$ cat src/rtl/core/sdaq_pkg.sv
`timescale 1ns / 1ps
`default_nettype none
// ----------------------------------------------------------------------------
// sdaq_pkg
// Shared types, constants and tap tables of the dithering quantizer.
// ----------------------------------------------------------------------------
package sdaq_pkg;

	localparam int NUM_CH    = 4;
	localparam int PIX_W     = 8;
	localparam int ERR_W     = 9;
	localparam int ACC_W     = 14;
	localparam int V_W       = 12;
	localparam int VMAG_W    = 10;
	localparam int NUM_TAPS  = 10;
	localparam int TAP_W     = 4;
	localparam int DIV_CNT_W = 4;

	localparam logic [7:0]  QSTEP_RESET = 8'd16;
	localparam logic [11:0] WIDTH_RESET = 12'd2048;

	// Register indexes on the configuration port.
	localparam logic REG_QUANT_STEP  = 1'b0;
	localparam logic REG_IMAGE_WIDTH = 1'b1;

	// Error row selectors of a tap.
	localparam logic [1:0] ROW_CUR = 2'd0;
	localparam logic [1:0] ROW_UP1 = 2'd1;
	localparam logic [1:0] ROW_UP2 = 2'd2;

	typedef struct packed {
		logic [7:0]  quant_step;
		logic [11:0] image_width;
	} cfg_t;

	typedef enum logic [2:0] {
		ST_IDLE,
		ST_TAP,
		ST_DRAIN,
		ST_PREP,
		ST_DIV,
		ST_FIN
	} state_t;

	function automatic logic [1:0] tap_row(input logic [TAP_W-1:0] k);
		case (k)
			4'd0, 4'd1, 4'd2: tap_row = ROW_UP2;
			4'd3, 4'd4, 4'd5, 4'd6, 4'd7: tap_row = ROW_UP1;
			default: tap_row = ROW_CUR;
		endcase
	endfunction

	function automatic logic signed [2:0] tap_dx(input logic [TAP_W-1:0] k);
		case (k)
			4'd0: tap_dx = -3'sd1;
			4'd1: tap_dx = 3'sd0;
			4'd2: tap_dx = 3'sd1;
			4'd3: tap_dx = -3'sd2;
			4'd4: tap_dx = -3'sd1;
			4'd5: tap_dx = 3'sd0;
			4'd6: tap_dx = 3'sd1;
			4'd7: tap_dx = 3'sd2;
			4'd8: tap_dx = -3'sd2;
			default: tap_dx = -3'sd1;
		endcase
	endfunction

	function automatic logic [2:0] tap_wt(input logic [TAP_W-1:0] k);
		case (k)
			4'd0: tap_wt = 3'd2;
			4'd1: tap_wt = 3'd3;
			4'd2: tap_wt = 3'd2;
			4'd3: tap_wt = 3'd2;
			4'd4: tap_wt = 3'd4;
			4'd5: tap_wt = 3'd5;
			4'd6: tap_wt = 3'd4;
			4'd7: tap_wt = 3'd2;
			4'd8: tap_wt = 3'd3;
			default: tap_wt = 3'd5;
		endcase
	endfunction

	// Row slot arithmetic modulo three.
	function automatic logic [1:0] phase_add(input logic [1:0] p, input logic [1:0] n);
		logic [2:0] s;
		s = {1'b0, p} + {1'b0, n};
		phase_add = (s >= 3'd3) ? 2'(s - 3'd3) : s[1:0];
	endfunction

endpackage
`default_nettype wire

$ cat src/rtl/core/sdaq_cfg.sv
`timescale 1ns / 1ps
`default_nettype none
// ----------------------------------------------------------------------------
// sdaq_cfg
// APB register bank holding the quantization step and the image width.
// ----------------------------------------------------------------------------
module sdaq_cfg
	import sdaq_pkg::*;
(
	input  wire logic        clk,
	input  wire logic        arst_n,
	input  wire logic        psel,
	input  wire logic        penable,
	input  wire logic        pwrite,
	input  wire logic [2:0]  paddr,
	input  wire logic [31:0] pwdata,
	output logic      [31:0] prdata,
	output logic             pready,
	output cfg_t             cfg
);

	cfg_t cfg_q;

	assign pready = 1'b1;
	assign cfg    = cfg_q;

	always_ff @(posedge clk or negedge arst_n) begin
		if (!arst_n) begin
			cfg_q.quant_step  <= QSTEP_RESET;
			cfg_q.image_width <= WIDTH_RESET;
		end else if (psel && penable && pwrite) begin
			case (paddr[2])
				REG_QUANT_STEP:  cfg_q.quant_step  <= pwdata[7:0];
				REG_IMAGE_WIDTH: cfg_q.image_width <= pwdata[11:0];
				default: ;
			endcase
		end
	end

	always_comb begin
		case (paddr[2])
			REG_QUANT_STEP:  prdata = {24'd0, cfg_q.quant_step};
			REG_IMAGE_WIDTH: prdata = {20'd0, cfg_q.image_width};
			default:         prdata = 32'd0;
		endcase
	end

endmodule
`default_nettype wire

$ cat config.mk
export PLATFORM = sky130hd
export DESIGN_NAME = sdaq_cfg
export DESIGN_NICKNAME = d
export VERILOG_FILES = /design/src/rtl/core/sdaq_pkg.sv /design/src/rtl/core/sdaq_cfg.sv
export SDC_FILE = /design/constraint.sdc
export NUM_CORES = 1
export LEC_CHECK = 0
export BUFFER_PORTS_ARGS = -buffer_cell sky130_fd_sc_hd__buf_4
export CAP_MARGIN = 10
export CORE_ASPECT_RATIO = 0.7
export CORE_MARGIN = 5
export CORE_UTILIZATION = 38
export DETAILED_ROUTE_END_ITERATION = 8
export GPL_TIMING_DRIVEN = 0
export PLACE_DENSITY = 0.89
export SETUP_SLACK_MARGIN = 0.3
export SLEW_MARGIN = 10
export SYNTH_ARGS = -nofsm -noshare
export SYNTH_HDL_FRONTEND = slang
export SYNTH_SLANG_ARGS = --single-unit
$ cat constraint.sdc
create_clock -name clk -period 0.9 [get_ports clk]
set_input_delay 0.18 -clock clk [delete_from_list [all_inputs] [get_ports clk]]
set_output_delay 0.18 -clock clk [all_outputs]
set_load 0.02 [all_outputs]
==> impl_metrics.py <==
metrics = {
    "run_status": {
        "status": "finished with violations",
        "violations": "negative hold slack, negative setup slack",
    },
    "floorplanning": {
        "initial_core_util_pct": 39.2,
        "ios": 93,
        "num_rows": 16,
        "die_h_um": 54.8,
        "die_x_um": 74.0,
        "die_area_sq_mm": 0.00406,
        "core_area_sq_mm": 0.00278,
    },
    "worst_setup_path": {
        "cp-startpoint": "cfg[18]",
        "path_buf_inv": 1,
        "cp.required_ns": 0.72,
        "cp-start-kind": "flop",
        "cpLargestDelayFamily": "flip-flops",
        "timing.rr.start": "cfg[0]",
        "crit_chain": "mux2_4 -> buf_6",
        "cp-end-kind": "output port",
        "slowest_delay_ns": 0.42,
        "crit_arrival_ns": 1.09,
        "path_class": "flop to output port",
        "critPathSlowestCell": "dfrtp_2",
        "crit_fanout": 2,
    },
    "yosys": {
        "postSynth.asyncResetShare_pct": 100,
        "yosysMostFrequentCell": "buf_4",
        "synth.cell_area_sq_mm": 0.00109,
        "yosys-top-cells-area": "dfrtp_1 41%, mux2_2 19%, buf_4 14%",
        "ys_warn_count": 0,
        "synth_area_leader_cell": "dfrtp_1",
        "syn_avg_cell_area_sq_um": 13.8,
        "ys_seq_elements": 20,
        "synth_commonest_cells": "21 x buf_4, 18 x dfrtp_1, 18 x mux2_2",
        "synth_top_area_share_pct": 41.3,
        "synth_cells": 79,
        "synth_cell_type_count": 11,
        "ys.flop_type": "dfrtp_1",
        "synth_edf_count": 0,
        "ys_seq_area_share_pct": 46.2,
    },
    "timing": {
        "drv_slew": 0,
        "setup_viol": 43,
        "hold_ws_ns": -0.217,
        "rsz0062_at_grt": "true",
        "hold_viol": 18,
        "max_freq_ghz": 0.785,
        "fin_crit_ns": 1.27,
        "finalCritPeriodShare_pct": 142,
        "layout_setup_ws_ns": -0.374,
        "clock_skew_ns": 0,
    },
    "worst_hold_path": {
        "hp-class": "input pin to asynchronous set/reset pin",
    },
    "clock_network": {
        "tritoncts": "yes",
        "clk_pin_slew_ns": 0.08,
        "cts_buffers": 3,
        "htree_levels": 1,
        "clock-root-buffer": "clkbuf_8",
        "clkSinkCount": 20,
        "insertion_delay_ns": 0.25,
        "clk_path_buf_depth": 2,
    },
    "pwr": {
        "irDropWorstVdd_v": 0.00153,
        "powerDensity_mw_per_mm2": 2150,
        "static-leakage-power_nw": 1.23,
    },
    "drt": {
        "num_vias": 920,
        "drtIter0Drc": 8,
        "wl_per_cell_um": 13.9,
        "firstDrtPassIters": 2,
        "ant_nets": 0,
        "post-route-drc-count": 0,
        "viasPerCell": 4.14,
        "routed_wl_um": 3090,
    },
    "layout": {
        "antenna_cells": 0,
        "drive_above_1_share_pct": 88.7,
        "stdcell_count": 222,
        "final_util_pct": 82.0,
        "syn2layout_area_growth_pct": 109,
        "largest_reg_flops": 20,
        "fin_nets": 227,
    },
    "grt": {
        "grt_pass1_vias": 901,
        "met1_usage_pct": 15.7,
        "grt_max_degree": 21,
        "antenna_found_initial": 0,
        "met2_usage_pct": 28.4,
        "busiest_layer": "met2",
        "groute.usage.overall_pct": 15.1,
        "grt_pass1_wl_um": 4510,
        "overflow": 0,
        "grt_use_met3_pct": 7.16,
    },
    "run": {
        "cap_violations": 0,
    },
    "placed_design": {
        "place_inst": 183,
        "gp_congestion": 0.652,
        "portBuffers": 49,
    },
}
==> final timing paths <==
kind / endpoint / slack [ns] / cells after the start
min in group clk: cfg[9] / 0.15 / 2
worst max-delay path: prdata[6] / -0.37 / 2
worst min-delay path: cfg[2] / -0.22 / 1
max in group asynchronous: cfg[11] / 0.84 / 1
worst min register to register: cfg[13] / 0.62 / 2
worst max register to register: cfg[0] / -0.18 / 4
==> report_power, final <==
group	internal [W]	leakage (nW)	switching (W)
Clock	0.000594	0.0357	0.000303
Combinational	0.00169	0.973	0.00100
Sequential	0.00115	0.217	0.000169
Total	0.00343	1.23	0.00147
==> cells in the final DEF, fill, tap and decap left out <==
| cell type | n |
|---|---|
| bufinv_16 | 1 |
| and2_4 | 4 |
| nand4_4 | 1 |
| clkbuf_8 | 3 |
| dfstp_2 | 2 |
| dfrtp_2 | 18 |
| conb_1 | 21 |
| nand4b_4 | 1 |
| mux2_4 | 28 |
| buf_6 | 65 |
| buf_4 | 41 |
| buf_12 | 1 |
==> cells by family (layout without fill, tap and decap cells) <==
family / count (synthesis) / count (layout) / synth area share [%]
buf+inv: 23 / 111 / 16.0
flops: 20 / 20 / 46.2
mux: 28 / 28 / 32.4
other cells: 2 / 21 / 0.689
simple gates: 6 / 6 / 4.82
==> layer usage <==
| layer | up-vias | part of all wire (%) |
|---|---|---|
| li1 | 437 | - |
| met5 | - | 0 |
| met3 | 2 | 13 |
| met4 | 0 | 0.39 |
| met1 | 435 | 36 |
| met2 | 46 | 51 |
==> what timing repair did <==
item,4_1_cts,5_1_grt
resized for setup,53,23
setup endpoints to repair,52,52
setup buffers,21,14
endpoints found under the hold margin,18,18
==> per-stage QoR <==
stage / setup slack (ns) / power, W / hold slack, ns / TNS (ns) / cell area, sq um
finish: -0.374 / 0.00490 / -0.217 / -9.54 / 2280
global route: -0.407 / 0.00514 / -0.208 / -10.89 / 2280
CTS: -0.376 / 0.00459 / -0.217 / -8.14 / 2090
detailed placement: -0.415 / 0.00297 / 0.0734 / -6.64 / 1660
global placement: -0.387 / 0.00292 / 0.0695 / -6.04 / 1660
floorplan: -0.0523 / 0.00230 / -0.116 / -0.297 / 1250
==> cell type report <==
class / count / area [sq um]
timing repair buffer: 84 / 883
multi-input combinational: 55 / 579
sequential: 20 / 526
fill: 160 / 502
buffer: 23 / 176
tap: 36 / 45.0
clock buffer: 3 / 41.3
clock inverter: 1 / 30.0
==> worst register-to-register path: stages (launching register included) <==
cell     delay (ns)
dfrtp_2        0.41
buf_6          0.11
buf_6          0.11
buf_6          0.10
mux2_4         0.24
Note: power is estimated with default switching activity, not from simulation.
