[src/rtl/core/sdaq_pkg.sv]
`timescale 1ns / 1ps
`default_nettype none
// ----------------------------------------------------------------------------
// sdaq_pkg
// Shared types, constants and tap tables of the dithering quantizer.
// ----------------------------------------------------------------------------
package sdaq_pkg;

	localparam int NUM_CH    = 4;
	localparam int PIX_W     = 8;
	localparam int ERR_W     = 9;
	localparam int ACC_W     = 14;
	localparam int V_W       = 12;
	localparam int VMAG_W    = 10;
	localparam int NUM_TAPS  = 10;
	localparam int TAP_W     = 4;
	localparam int DIV_CNT_W = 4;

	localparam logic [7:0]  QSTEP_RESET = 8'd16;
	localparam logic [11:0] WIDTH_RESET = 12'd2048;

	// Register indexes on the configuration port.
	localparam logic REG_QUANT_STEP  = 1'b0;
	localparam logic REG_IMAGE_WIDTH = 1'b1;

	// Error row selectors of a tap.
	localparam logic [1:0] ROW_CUR = 2'd0;
	localparam logic [1:0] ROW_UP1 = 2'd1;
	localparam logic [1:0] ROW_UP2 = 2'd2;

	typedef struct packed {
		logic [7:0]  quant_step;
		logic [11:0] image_width;
	} cfg_t;

	typedef enum logic [2:0] {
		ST_IDLE,
		ST_TAP,
		ST_DRAIN,
		ST_PREP,
		ST_DIV,
		ST_FIN
	} state_t;

	function automatic logic [1:0] tap_row(input logic [TAP_W-1:0] k);
		case (k)
			4'd0, 4'd1, 4'd2: tap_row = ROW_UP2;
			4'd3, 4'd4, 4'd5, 4'd6, 4'd7: tap_row = ROW_UP1;
			default: tap_row = ROW_CUR;
		endcase
	endfunction

	function automatic logic signed [2:0] tap_dx(input logic [TAP_W-1:0] k);
		case (k)
			4'd0: tap_dx = -3'sd1;
			4'd1: tap_dx = 3'sd0;
			4'd2: tap_dx = 3'sd1;
			4'd3: tap_dx = -3'sd2;
			4'd4: tap_dx = -3'sd1;
			4'd5: tap_dx = 3'sd0;
			4'd6: tap_dx = 3'sd1;
			4'd7: tap_dx = 3'sd2;
			4'd8: tap_dx = -3'sd2;
			default: tap_dx = -3'sd1;
		endcase
	endfunction

	function automatic logic [2:0] tap_wt(input logic [TAP_W-1:0] k);
		case (k)
			4'd0: tap_wt = 3'd2;
			4'd1: tap_wt = 3'd3;
			4'd2: tap_wt = 3'd2;
			4'd3: tap_wt = 3'd2;
			4'd4: tap_wt = 3'd4;
			4'd5: tap_wt = 3'd5;
			4'd6: tap_wt = 3'd4;
			4'd7: tap_wt = 3'd2;
			4'd8: tap_wt = 3'd3;
			default: tap_wt = 3'd5;
		endcase
	endfunction

	// Row slot arithmetic modulo three.
	function automatic logic [1:0] phase_add(input logic [1:0] p, input logic [1:0] n);
		logic [2:0] s;
		s = {1'b0, p} + {1'b0, n};
		phase_add = (s >= 3'd3) ? 2'(s - 3'd3) : s[1:0];
	endfunction

endpackage
`default_nettype wire

[src/rtl/core/sdaq_div.sv]
`timescale 1ns / 1ps
`default_nettype none
// ----------------------------------------------------------------------------
// sdaq_div
// Restoring divider, one quotient bit per cycle; returns the remainder.
// ----------------------------------------------------------------------------
module sdaq_div
	import sdaq_pkg::*;
(
	input  wire logic              clk,
	input  wire logic              arst_n,
	input  wire logic              start,
	input  wire logic [VMAG_W-1:0] dividend,
	input  wire logic [7:0]        divisor,
	output logic      [7:0]        rem,
	output logic                   done
);

	logic [7:0]           rem_q;
	logic [7:0]           dsr_q;
	logic [VMAG_W-1:0]    dvd_q;
	logic [DIV_CNT_W-1:0] cnt_q;
	logic [8:0]           trial;

	assign trial = {rem_q, dvd_q[VMAG_W-1]};
	assign rem   = rem_q;
	assign done  = (cnt_q == '0);

	always_ff @(posedge clk or negedge arst_n) begin
		if (!arst_n) begin
			cnt_q <= '0;
		end else if (start) begin
			cnt_q <= DIV_CNT_W'(VMAG_W);
		end else if (cnt_q != '0) begin
			cnt_q <= cnt_q - 1'b1;
		end
	end

	always_ff @(posedge clk) begin
		if (start) begin
			rem_q <= '0;
			dvd_q <= dividend;
			dsr_q <= divisor;
		end else if (cnt_q != '0) begin
			// The partial remainder stays below the divisor, so eight bits hold it.
			if (trial >= {1'b0, dsr_q}) begin
				rem_q <= 8'(trial - {1'b0, dsr_q});
			end else begin
				rem_q <= trial[7:0];
			end
			dvd_q <= {dvd_q[VMAG_W-2:0], 1'b0};
		end
	end

endmodule
`default_nettype wire

[config.mk]
export PLATFORM = sky130hd
export DESIGN_NAME = sdaq_div
export DESIGN_NICKNAME = d
export VERILOG_FILES = /design/src/rtl/core/sdaq_pkg.sv /design/src/rtl/core/sdaq_div.sv
export SDC_FILE = /design/constraint.sdc
export NUM_CORES = 1
export LEC_CHECK = 0
export BUFFER_PORTS_ARGS = -buffer_cell sky130_fd_sc_hd__buf_4
export CAP_MARGIN = 25
export CELL_PAD_IN_SITES_DETAIL_PLACEMENT = 0
export CELL_PAD_IN_SITES_GLOBAL_PLACEMENT = 2
export CORE_ASPECT_RATIO = 1.5
export CORE_UTILIZATION = 35
export DETAILED_ROUTE_END_ITERATION = 10
export PLACE_DENSITY = 0.84
export SLEW_MARGIN = 20
export SYNTH_ARGS = -nofsm -noshare
export SYNTH_HDL_FRONTEND = slang
export SYNTH_SLANG_ARGS = --single-unit
[constraint.sdc]
create_clock -name clk -period 2.01 [get_ports clk]
set_input_delay 0 -clock clk [delete_from_list [all_inputs] [get_ports clk]]
set_output_delay 0 -clock clk [all_outputs]
set_load 0.02 [all_outputs]
==> flow_summary.toml <==
[outcome]
outcome = "finished clean"

[synth]
ys_types = 48
ys_ff_latch = 30
ys.flop_type = "edfxtp_1"
synth-edff-count = 18
yosysWarningCount = 0
syn_area_um2 = 1700
async_reset_ff_frac = 0.133
synth_fp_nets = 188
synth_fa_ha_area_frac = 0.0778
synth_top_family_by_area = "simple AND/OR/NAND/NOR gates"
synth.area.mux_share = 0.0830
synthSimpleGateAreaFrac = 0.140
synthXorXnorAreaFrac = 0.0257
syn_avg_cell_area_um2 = 10.9
synth_compound_area_frac = 0.128
seq_area_frac_synth = 0.470
netlist_instances = 157

[timing]
setup_slack_ns = 0.114
setup_viol = 0
finClkSkew_ns = 0.00907
final_hold_viol_count = 0
fmax_ghz = 0.527
rsz0062_at_grt = "true"
fin_crit_sh = 0.943
tightest_slew_ns = 0.400
slew_headroom = 0.734
fin_hold_ws_ns = 0.0223
slew_viol_final = 0
timing.final.crit_period_ns = 1.90

[worst_setup_path]
reg2reg_from = "dsr_q[0]"
cp_cell_sequence = "ha_2, fa_2, nand2b_1, a21oi_2, mux2i_1, a31o_1, a311oi_1"
cp-end-kind = "flip-flop"
max_stage_delay_ns = 0.38
r2r_cells = 7
start_kind = "flip-flop"
reg2reg_to = "rem[6]"
timing_worst_setup_path_type = "flip-flop to flip-flop"
arrival_ns = 2.08
crit_slowest_cell = "edfxtp_1"
cp_max_fo = 3
required_ns = 2.20
rrSetupSlack_ns = 0.11
worstSetupStartpoint = "dsr_q[0]"
crit_end = "rem[6]"

[route]
wl_per_cell_um = 13.2
drt_iter0_drc = 45
routed_wl_mm = 3.53
drc = 0
ant_nets = 0
routed_via_density = 4.91
vias = 1315
first_pass_iters = 4

[final_layout]
drive_gt1_frac = 0.319
final_net_count = 234
diodes = 0
syn_to_final_growth_pct = 29.5

[die]
start_util = 0.369
pin_count = 30
die_w_um = 59.0
die_h_um = 87.5
die-area_um2 = 5160
core_um2 = 4620
fp-row-count = 30

[run]
drv_cap = 0

[global_route]
grt-ovfl-total = 0
grt_antenna_before_repair = 0
track_usage = 0.161
grt_pass1_vias = 1360
grt_pass1_wl_mm = 6.02
grt_max_degree = 37

[cts]
h-tree-depth = 2
cts_buffer_depth = 2
clock_sinks = 30
cts_buffers = 5
cts.root.buffer_cell = "clkbuf_8"
cts_tree = "yes"
clkSlewWorstSetupHoldPaths_ns = 0.06
insertion_delay_ns = 0.28

[pwr]
max-vdd-ir-drop_mv = 0.559
p_clk_frac = 0.189
sw_frac_of_total = 0.371
p_int_w = 0.00174
p_comb_frac = 0.495
switchingPower_w = 0.00103
powerDensity_nw_per_um2 = 1260
p_leak_nw = 0.962
p_seq_frac = 0.315

[placed_design]
hpwl_mm = 2.67
gp_congestion = 0.836
port_buffers = 29
post-place-ws_ns = 0.00490

[hold_path]
hp-class = "primary input to flip-flop"
[metal layers]
| layer | part of all wire | wire [um] | GRT usage | up-vias |
|---|---|---|---|---|
| li1 | - | - | - | 662 |
| met1 | 0.39 | 1380 | 0.165 | 615 |
| met2 | 0.55 | 1950 | 0.292 | 31 |
| met3 | 0.034 | 120 | 0.0446 | 7 |
| met4 | 0.025 | 88 | 0.0779 | 0 |
| met5 | 0 | 0 | 0 | - |
[state kept, by name, summed over array words and instances, names as in the netlist]
signal and flops:
rem 8, dvd_q 10, cnt_q 4, dsr_q 8
[how the worst min path moves through the flow]
stage | startpoint | to | slack (ns) | depth (start not counted)
2_1_floorplan | arst_n | cnt_q[0] | -0.30 | 0
3_3_place_gp | arst_n | cnt_q[1] | -0.20 | 1
3_5_place_dp | arst_n | cnt_q[1] | -0.20 | 1
4_1_cts | dividend[0] | dvd_q[0] | 0.01 | 2
5_1_grt | dividend[8] | dvd_q[8] | 0.02 | 2
6_report | dividend[0] | dvd_q[0] | 0.02 | 2
[synth_stat cells, drive strengths merged (5+ instances only)]
library cell,n,share of area
dfxtp,8,0.094
nand2,5,0.011
mux2,9,0.059
a21oi,9,0.033
edfxtp,18,0.32
nor3,5,0.015
nor2,19,0.042
inv,14,0.031
o21ai,5,0.015
ha,9,0.066
[power by group through the flow]
| stage | clock [W] | combinational, W | sequential (W) |
|---|---|---|---|
| after CTS | 0.000541 | 0.00135 | 0.000873 |
| after detailed placement | 0 | 0.00132 | 0.000886 |
| final | 0.000524 | 0.00137 | 0.000874 |
| after floorplan | 0 | 0.000847 | 0.000960 |
| after global placement | 0 | 0.00131 | 0.000879 |
| after global routing | 0.000564 | 0.00153 | 0.000892 |
[placed cells by master, fill, tap and decap left out, types with 2 or more instances in the layout]
cell            n
buf_4          37
nor2_1         19
edfxtp_1       18
inv_1          14
mux2_2          9
dlygate4sd3_1   9
dfxtp_1         8
ha_1            7
clkbuf_8        7
nand2_1         5
a21oi_1         5
nor3_1          5
a21oi_2         4
a211oi_1        4
mux2i_1         4
dfrtp_1         4
nand2b_1        3
o21ai_0         3
xor2_1          3
nand3_1         2
nand3b_1        2
a211o_1         2
xnor2_1         2
[logic make-up (layout without fill, tap and decap cells)]
| logic type | count (synthesis) | in the layout |
|---|---|---|
| simple gates | 47 | 47 |
| compound gates | 30 | 30 |
| flops | 30 | 30 |
| buf+inv | 22 | 69 |
| mux | 13 | 13 |
| fa+ha+maj | 10 | 10 |
| xor+xnor | 5 | 5 |
[layout make-up]
type                            instances  area (um^2)
Fill cell                             429         2410
Sequential cell                        30          801
Multi-Input combinational cell        105          801
Timing Repair Buffer                   46          368
Clock buffer                            7         96.3
Tap cell                               64         80.1
Inverter                               15         57.6
Clock inverter                          1         3.75
[metrics by stage]
| step | instances | TNS [ns] | instance area [um^2] | util | total power (W) |
|---|---|---|---|---|---|
| 2_1_floorplan | 157 | 0 | 1700 | - | 0.00181 |
| 3_3_place_gp | 251 | 0 | 1990 | 0.431 | 0.00219 |
| 3_5_place_dp | 251 | 0 | 1990 | 0.431 | 0.00221 |
| 4_1_cts | 268 | 0 | 2190 | 0.473 | 0.00277 |
| 5_1_grt | 268 | -0.00708 | 2210 | 0.478 | 0.00299 |
| 6_report | 268 | 0 | 2210 | 0.478 | 0.00277 |
[critical path, delay by kind of cell, from the launching register on]
family / cells / cell delay, ns
flip-flops: 1 / 0.38
multiplexers: 1 / 0.09
adder cells (fa/ha/maj): 2 / 0.58
AND/OR/NAND/NOR: 1 / 0.19
AO/OA/AOI/OAI: 3 / 0.58
[timing repair]
action,CTS,global route
resized for setup,1,5
endpoints found under the setup margin,1,4
buffers inserted,0,0
hold buffers,9,0
pin swaps,0,3
endpoints found under the hold margin,12,0
Note: power is estimated with default switching activity, not from simulation.
